File: src/rtl/swma_pkg.sv
// Shared constants, types and codes for the sliding window median alert block.
package swma_pkg;

   localparam int SAMPLE_W   = 8;
   localparam int NUM_BINS   = 256;
   localparam int BIN_ADDR_W = 8;
   localparam int COUNT_W    = 11;
   localparam int LEN_W      = 11;
   localparam int WINDOW_MAX = 1024;
   localparam int POS_W      = 10;
   localparam int DMED_W     = 9;
   localparam int TOTAL_W    = 32;

   typedef logic [1:0] alu_op_type;

   localparam alu_op_type ALU_ADD = 2'd0;
   localparam alu_op_type ALU_INC = 2'd1;
   localparam alu_op_type ALU_DEC = 2'd2;

   typedef struct packed {
      logic                  clear;
      logic                  rd_en;
      logic [BIN_ADDR_W-1:0] rd_addr;
      logic                  wr_en;
      logic [BIN_ADDR_W-1:0] wr_addr;
   } hist_ctrl_type;

endpackage

File: src/rtl/swma_alu.sv
// Shared count adder: accumulate, increment, or decrement with floor at zero.
module swma_alu (
   input  swma_pkg::alu_op_type           op,
   input  logic [swma_pkg::COUNT_W-1:0]   a,
   input  logic [swma_pkg::COUNT_W-1:0]   b,
   output logic [swma_pkg::COUNT_W-1:0]   y
);
   import swma_pkg::*;

   logic [COUNT_W-1:0] operand;
   logic               hold;

   always_comb begin
      operand = '0;
      hold    = 1'b0;
      case (op)
         ALU_ADD: begin
            operand = b;
         end
         ALU_INC: begin
            operand = COUNT_W'(1);
         end
         ALU_DEC: begin
            operand = '1;
            hold    = (a == '0);
         end
         default: begin
            operand = '0;
         end
      endcase
   end

   assign y = hold ? a : (a + operand);

endmodule

File: config.mk
export PLATFORM = sky130hd
export DESIGN_NAME = swma_alu
export DESIGN_NICKNAME = d
export VERILOG_FILES = /design/src/rtl/swma_pkg.sv /design/src/rtl/swma_alu.sv
export SDC_FILE = /design/constraint.sdc
export NUM_CORES = 1
export LEC_CHECK = 0
export BUFFER_PORTS_ARGS = -buffer_cell sky130_fd_sc_hd__buf_4
export CAP_MARGIN = 20
export CELL_PAD_IN_SITES_DETAIL_PLACEMENT = 1
export CELL_PAD_IN_SITES_GLOBAL_PLACEMENT = 1
export CORE_ASPECT_RATIO = 0.6
export CORE_MARGIN = 1.5
export CORE_UTILIZATION = 30
export DETAILED_ROUTE_END_ITERATION = 10
export PLACE_DENSITY_LB_ADDON = 0.3
export SLEW_MARGIN = 0
export SYNTH_ARGS = -nofsm -noshare
export SYNTH_HDL_FRONTEND = slang
export SYNTH_SLANG_ARGS = --single-unit
File: constraint.sdc
create_clock -name vclk -period 1.7
set_input_delay 0 -clock vclk [all_inputs]
set_output_delay 0 -clock vclk [all_outputs]
set_load 0.02 [all_outputs]
==> metrics.csv <==
stage;metric;value;unit
critical_path;CP endpoint kind;output port;
route;routed len/inst;21.96;µm
global_routing;vias in the first global route;1025;
critical_path;CP Class;in2out;
global_routing;GR Util met2;0.5232;
critical_path;Critical Path Source;op[1];
logic_synthesis;average size of a mapped cell;7.220;µm²
global_routing;Total Routing Usage GR;0.2545;
layout;ant diodes;0;
layout;commonest non-fill, non-tap cells in the layout;buf_4, a21o_1, ha_1, buf_6;
global_routing;GR Overflow Total;0;
die;Site Rows;13;
min_path;HP Class;in2out;
critical_path;Crit path top cell by count;buf_4;
timing;final worst path period need;2277;ps
critical_path;CP cell instances;buf_12 -> inv_12 -> ha_4 -> nor2b_4 -> buf_6 -> a21oi_4 -> inv_1 -> ha_1 -> a21o_1 -> a221oi_4 -> buf_4 -> o21ai_1 -> xnor2_1 -> nor2_2 -> buf_4;
timing;Slew headroom;0.7011;
clock_network;Post-CTS Hold Fix Bufs;0;
power;maximum VDD drop;0.3343;mV
die;height of the die;40.24;µm
timing;PnR worst setup slack;-576.6;ps
timing;Least-Margin Pin Slew;442.1;ps
logic_synthesis;Cell variety after synth;27;
layout;final net count;195;
logic_synthesis;Yosys top cell by area;ha_1;
placement;IO buf count;35;
timing;Min Hold Slack;487.5;ps
layout;register area;0;µm²
die;Die Wd;65.06;µm
route;drt initial violations;21;
min_path;worst min-delay path startpoint;a[10];
route;DR vias;1017;
route;drt drc;0;
critical_path;Critical Path End;y[7];
global_routing;antenna violations before repair;0;
global_routing;global-route wire length before repair;4974;µm
logic_synthesis;Synth Instances;96;
route;residual antenna-violating net count after detailed routing;0;
global_routing;grt peak-use layer;met2;
logic_synthesis;Area contributors post-synth;ha_1, a21o_1, nor2_1;
critical_path;CP arrival;2280;ps
critical_path;Crit path max-delay family;compound AO/OA/AOI/OAI gates;
route;final WL;4062;µm
global_routing;grt met1 use;0.3142;
status;failing checks;negative setup slack;
timing;Fmax;439.3;MHz
placement;placed cells;178;
placement;detailed placer's ending HPWL;2388;µm
layout;most common cell after layout, fill and taps aside;buf_4;
status;outcome;finished with violations;
layout;Finished Layout Cells;185;
global_routing;largest net degree at the start of global routing;7;
power;LEAKAGE;0.7166;nW
die;die footprint;0.002617;mm²
logic_synthesis;Mapped Area;693.2;µm²
die;initial core utilization;0.3180;
critical_path;crit start category;input port;
timing;final setup fails;8;
logic_synthesis;sequential-to-total area share from yosys stat;0;
placement;placed cell area;0.001254;mm²
critical_path;Bufs and invs on worst path;6;
critical_path;worst stage delay on the critical path;310;ps
placement;Placer Congestion;0.7887;
timing;period utilisation layout;1.339;
critical_path;required time worst endpoint;1700;ps
critical_path;Crit path depth;15;
layout;CLK BUF;0;
global_routing;met3 usage;0.01124;
power;P per Cell Area;464.0;mW/mm²
critical_path;CP Max Fanout;5;
layout;layout cells sized above 1;0.6258;
die;area of the core;0.002180;mm²
logic_synthesis;top cell type's share of synthesized area;0.2347;
route;vias per cell;5.497;
timing;fin. max-slew vios;0;
timing;unrepaired setup endpoints after global routing;true;
layout;Layout area overhead;111.6;%
flow_run;max-cap viol count;0;
die;number of I/O pins;35;
layout;post-route cell area;0.001466;mm²
layout;FFs & Latches;0;
placement;dpl ws;-810.8;ps
critical_path;CP max-delay cell;a221oi_4;
timing;final hold vios;0;
logic_synthesis;Mapped Nets;134;
route;Pre-antenna DRT Iters;4;
logic_synthesis;synth warn;0;
==> worst min path at each step <==
stage | depth (start not counted) | endpoint | slack [ps]
detailed placement | 4 | y[0] | 510
floorplan | 3 | y[10] | 260
CTS | 4 | y[0] | 520
global placement | 4 | y[0] | 450
global route | 5 | y[10] | 520
finish | 5 | y[10] | 490
==> Yosys cell counts (all sizes together) <==
cell type and count:
ha 13, a21o 11, nor2 10, a21oi 8, inv 6, nor3 6, o21ai 6, nand2 4
nor2b 4, o21a 4, and3 3, buf 3, xor2 3, a211oi 2, and2b 2, nand3 2
nor4 2, xnor2 2, a221oi 1, fa 1, nor4b 1, o31a 1, o31ai 1
==> through the flow <==
stage          power [mW]  utilization  TNS, ps
2_1_floorplan      0.3126            -   -929.1
3_3_place_gp       0.5255       0.5752    -4656
3_5_place_dp       0.5459       0.5752    -5470
4_1_cts            0.5882       0.6234    -2740
5_1_grt            0.7134       0.6728    -4120
6_report           0.6804       0.6728    -3513
==> worst min-delay path, delay by kind of cell <==
kind / cells / cell delay (ps)
AND/OR/NAND/NOR: 1 / 110
buffers and inverters: 2 / 220
AO/OA/AOI/OAI: 1 / 50
XOR/XNOR: 1 / 110
==> layout make-up <==
class                           instances  area [µm²]
Tap cell                               30       37.54
Fill cell                             248       713.2
Timing Repair Buffer                   62       524.3
Multi-Input combinational cell         87       862.1
Inverter                                6       42.54
==> logic make-up (layout without fill, tap and decap cells) <==
| logic type | count (synthesis) | in the layout | synth area share |
|---|---|---|---|
| buffers and inverters | 9 | 68 | 0.05414 |
| adders and majority gates | 14 | 14 | 0.2635 |
| and+or+nand+nor | 34 | 34 | 0.2762 |
| AOI/OAI and AO/OA | 34 | 34 | 0.3429 |
| xor gates and xnor gates | 5 | 5 | 0.06319 |
==> per-layer routing <==
layer,share of wire,vias to the layer above
li1,-,469
met1,0.45,519
met2,0.52,27
met3,0.023,2
met4,0.0062,0
met5,0,-
==> repair_timing <==
item | in CTS | in global routing
hold endpoints to repair | 0 | 0
gates resized for setup | 22 | 19
setup buffers | 4 | 3
pin swaps | 15 | 12
setup endpoints to repair | 10 | 9
==> where the power goes <==
part	internal, mW	switching (mW)	total, mW	leakage, nW
sequential	0	0	0	0
clock	0	0	0	0
combinational	0.337	0.344	0.680	0.717
total	0.337	0.344	0.680	0.717
No activity file was read; power rests on OpenSTA's default activity.
