## src/rtl/swma_pkg.sv

```systemverilog
// Shared constants, types and codes for the sliding window median alert block.
package swma_pkg;

   localparam int SAMPLE_W   = 8;
   localparam int NUM_BINS   = 256;
   localparam int BIN_ADDR_W = 8;
   localparam int COUNT_W    = 11;
   localparam int LEN_W      = 11;
   localparam int WINDOW_MAX = 1024;
   localparam int POS_W      = 10;
   localparam int DMED_W     = 9;
   localparam int TOTAL_W    = 32;

   typedef logic [1:0] alu_op_type;

   localparam alu_op_type ALU_ADD = 2'd0;
   localparam alu_op_type ALU_INC = 2'd1;
   localparam alu_op_type ALU_DEC = 2'd2;

   typedef struct packed {
      logic                  clear;
      logic                  rd_en;
      logic [BIN_ADDR_W-1:0] rd_addr;
      logic                  wr_en;
      logic [BIN_ADDR_W-1:0] wr_addr;
   } hist_ctrl_type;

endpackage

```

## src/rtl/swma_hist.sv

```systemverilog
// Histogram memory of per-value counts, with per-bin valid bits that read as zero.
module swma_hist (
   input  logic                          clock,
   input  logic                          reset,
   input  swma_pkg::hist_ctrl_type       ctrl,
   input  logic [swma_pkg::COUNT_W-1:0]  wr_data,
   output logic [swma_pkg::COUNT_W-1:0]  rd_data
);
   import swma_pkg::*;

   logic [COUNT_W-1:0]  mem [NUM_BINS];
   logic [NUM_BINS-1:0] valid_ff;
   logic [COUNT_W-1:0]  q_ff;
   logic                q_valid_ff;

   always_ff @(posedge clock) begin
      if (ctrl.wr_en) begin
         mem[ctrl.wr_addr] <= wr_data;
      end
      if (ctrl.rd_en) begin
         q_ff       <= mem[ctrl.rd_addr];
         q_valid_ff <= valid_ff[ctrl.rd_addr];
      end
   end

   always_ff @(posedge clock) begin
      if (reset || ctrl.clear) begin
         valid_ff <= '0;
      end else if (ctrl.wr_en) begin
         valid_ff[ctrl.wr_addr] <= 1'b1;
      end
   end

   assign rd_data = q_valid_ff ? q_ff : '0;

endmodule

```

## config.mk

```make
export PLATFORM = sky130hd
export DESIGN_NAME = swma_hist
export DESIGN_NICKNAME = d
export VERILOG_FILES = /design/src/rtl/swma_pkg.sv /design/src/rtl/swma_hist.sv
export SDC_FILE = /design/constraint.sdc
export NUM_CORES = 2
export LEC_CHECK = 0
export BUFFER_PORTS_ARGS = -buffer_cell sky130_fd_sc_hd__buf_2
export CORE_MARGIN = 2
export CORE_UTILIZATION = 40
export DETAILED_ROUTE_END_ITERATION = 16
export GPL_ROUTABILITY_DRIVEN = 0
export PLACE_DENSITY = 0.56
export SYNTH_ARGS = -nofsm -noshare
export SYNTH_HDL_FRONTEND = slang
export SYNTH_SLANG_ARGS = --single-unit
```

## constraint.sdc

```tcl
create_clock -name clock -period 2.96 [get_ports clock]
set_input_delay 0.888 -clock clock [delete_from_list [all_inputs] [get_ports clock]]
set_output_delay 0.888 -clock clock [all_outputs]
set_load 0.02 [all_outputs]
```

==> flow_summary_export.csv <==
group,metric,value,unit
status,status,"finished clean",
layout,drive_gt1_frac,0.307,
worst_setup_path,critPathMaxStageDelay,0.63,ns
detailed_routing,dr_total_vias,63000,
synth,synth_edf_count,2828,
timing,hold_viol_final,0,
synth,syn_inst,5991,
global_routing,antenna_found_initial,22,
timing,slew_viol_final,0,
clock_tree,htree_num_levels,5,
hold_path,holdCritPathClass,"primary input to register",
pwr,power.leakage,46.6,nW
pwr,vdd_drop_max,0.785,mV
layout,area_growth,20.7,%
clock_tree,numCtsBuffers,330,
layout,final_cell_area,0.142,mm^2
clock_tree,ctsHoldBuffers,0,
clock_tree,clock_path_buffers,4,
worst_setup_path,cp-start-kind,"primary input",
floorplanning,num_rows,199,
floorplanning,coreArea,0.294,mm^2
placed_design,io_buffers,42,
worst_setup_path,cp.buffers_inverters,5,
detailed_routing,totalWireLength,331000,um
synth,yosys_most_used_dff,"edfxtp_1",
floorplanning,start_util,0.402,
detailed_routing,dr.first_iter.drc_count,7051,
synth,yosys_warnings,0,
worst_setup_path,slowest_stage,"mux4_1",
timing,max_slew_margin,0.387,
run,drv_cap,0,
worst_setup_path,cp_top_family,"buffers and inverters",
global_routing,grt_max_degree,112,
worst_setup_path,crit_type,"primary input to register",
clock_tree,clk_pin_slew,0.06,ns
timing,timing.final.crit_share,0.990,
floorplanning,pin_count,43,
synth,synth-seq-cells,3084,
timing,fmax,0.341,GHz
clock_tree,clkLatencyLatePin,0.97,ns
synth,avgSynthCellArea,19.7,um^2
detailed_routing,drt_pass1_iterations,5,
synth,synth_seq_area_share,0.763,
clock_tree,cts_tree,"done",
worst_setup_path,end_kind,"register",
detailed_routing,ant_nets,0,
timing,tightest_slew,0.920,ns
layout,final_common_cell,"edfxtp_1",
timing,whs,0.329,ns
synth,netlist_area,0.118,mm^2
worst_setup_path,crit_path_cell_trace,"buf_12 > buf_12 > buf_12 > mux4_1 > a22oi_1 > buf_4 > a21oi_1 > nor4_1 > buf_4 > nor4_1",
worst_setup_path,crit_top_cell,"buf_12",
worst_setup_path,r2r_setup_slack,0.25,ns
floorplanning,die_y,547,um
timing,fin_skew,0.0990,ns
synth,synth_nets,6023,
clock_tree,cts_root_buf,"clkbuf_16",
detailed_routing,avgViaCountPerCell,5.62,
synth,async_reset_ff_frac,0,
placed_design,dpl.hpwl,217000,um
timing,period_minus_slack,2.93,ns
placed_design,dpl_cell_area,0.131,mm^2
global_routing,grt_pass1_wl,471000,um
floorplanning,die_x,547,um
floorplanning,die_area,0.299,mm^2
global_routing,grt_overflow,0,
layout,nets,7040,
global_routing,grt_pass1_vias,63800,
worst_setup_path,crit_fanout,22,
detailed_routing,post-route-drc-count,0,
timing,finalSetupViolations,0,
worst_setup_path,required,3.67,ns
timing,timing.final.ws_setup,0.0302,ns
global_routing,grt_usage,0.218,
detailed_routing,wl_per_cell,29.5,um
layout,layout_common_cells,"edfxtp_1 (2828), buf_4 (800), nor2_1 (737)",
synth,synth_cell_type_count,50,
layout,fillers,24000,
pwr,power_density,661,mW/mm^2
worst_setup_path,arrival,3.64,ns
placed_design,pre_cts_ws,-1.22,ns
clock_tree,cts_num_sinks,3084,
## cells in the mapped netlist (all sizes together), types with 4 or more instances
cell type	instances	share of area
nor2b	20	0.0011
o21ai	18	0.00076
o21ba	29	0.0025
o31ai	4	0.00025
dfxtp	256	0.043
clkbuf	206	0.0066
a22oi	237	0.015
nand3	39	0.0017
nor2	740	0.024
o22a	7	0.00052
nor4	37	0.0020
o22ai	78	0.0041
or2	8	0.00042
nor3	59	0.0025
buf	157	0.011
nand4	11	0.00058
nand2	42	0.0013
mux4	644	0.12
mux2i	262	0.022
and2	16	0.00085
a221oi	24	0.0018
a22o	13	0.00097
o221ai	49	0.0036
o32ai	4	0.00030
a21oi	141	0.0060
edfxtp	2828	0.72
a311oi	8	0.00059
nand2b	9	0.00048
o211ai	7	0.00045
a31oi	6	0.00032
a32oi	6	0.00045
a211oi	7	0.00045
## power breakdown
group | internal, mW | switching [mW] | leakage, nW
combinational | 2.07 | 3.17 | 13.8
clock | 24.0 | 17.2 | 5.30
sequential | 47.6 | 0.0394 | 27.5
total | 73.7 | 20.4 | 46.6
## state kept, by name, indices dropped and copies added (netlist names)
name / cells
valid_ff: 256
q_valid_ff: 1
q_ff: 11
mem: 2816
## kinds of logic (layout without fill, tap and decap cells)
kind of cell           Yosys count  after routing  share of synthesized area
other                            0              4                          0
flip-flops                    3084           3084                      0.763
buffers and inverters          366           1659                     0.0176
AO/OA/AOI/OAI                  640            640                     0.0383
multiplexers                   907            907                      0.146
AND/OR/NAND/NOR                994            994                     0.0353
## cell type report
| type | count | area, um^2 | share of cell area |
|---|---|---|---|
| inverter | 3 | 11.3 | 0.0000791 |
| multi-input combinational | 2541 | 26000 | 0.183 |
| clock buffer | 456 | 9150 | 0.0642 |
| antenna | 4 | 10.0 | 0.0000703 |
| tap | 3919 | 4900 | 0.0344 |
| sequential | 3084 | 90000 | 0.632 |
| clock inverter | 152 | 1740 | 0.0123 |
| timing repair buffer | 1048 | 10500 | 0.0736 |
## worst register-to-register path, delay by kind of cell, from the launching register on
kind                   cells  cell delay [ns]
AO/OA/AOI/OAI              3             1.09
multiplexers               1             0.47
buffers and inverters      2             0.43
flip-flops                 1             0.31
AND/OR/NAND/NOR            2             0.20
## through the flow
step	setup TNS, ns	power (mW)	util	cells
after floorplan	-2.25	50.8	-	5991
after global placement	-11.98	53.8	0.448	10600
after detailed placement	-12.03	53.8	0.448	10600
after CTS	0	94.9	0.485	11200
after global routing	-0.0252	96.7	0.485	11200
final	0	94.1	0.485	11200
## worst paths after layout
check / from / endpoint / cells past startpoint
max: ctrl[9] / q_ff[6] / 10
min: wr_data[1] / mem[20][1] / 1
max reg2reg: valid_ff[211] / q_valid_ff / 8
min reg2reg: valid_ff[162] / valid_ff[162] / 2
## what timing repair did
item | 4_1_cts | 5_1_grt
resized for setup | 10 | 8
setup endpoints to repair | 10 | 7
setup buffers | 0 | 0
## routing by layer
metal	routed length [um]	share of wire	track usage	up-vias
met4	9440	0.029	0.0602	4
met1	137000	0.41	0.303	33700
met5	25	0.000076	0	-
li1	-	-	-	26600
met2	162000	0.49	0.360	2276
met3	21600	0.065	0.0302	470
Power figures use the tool's default switching activity.
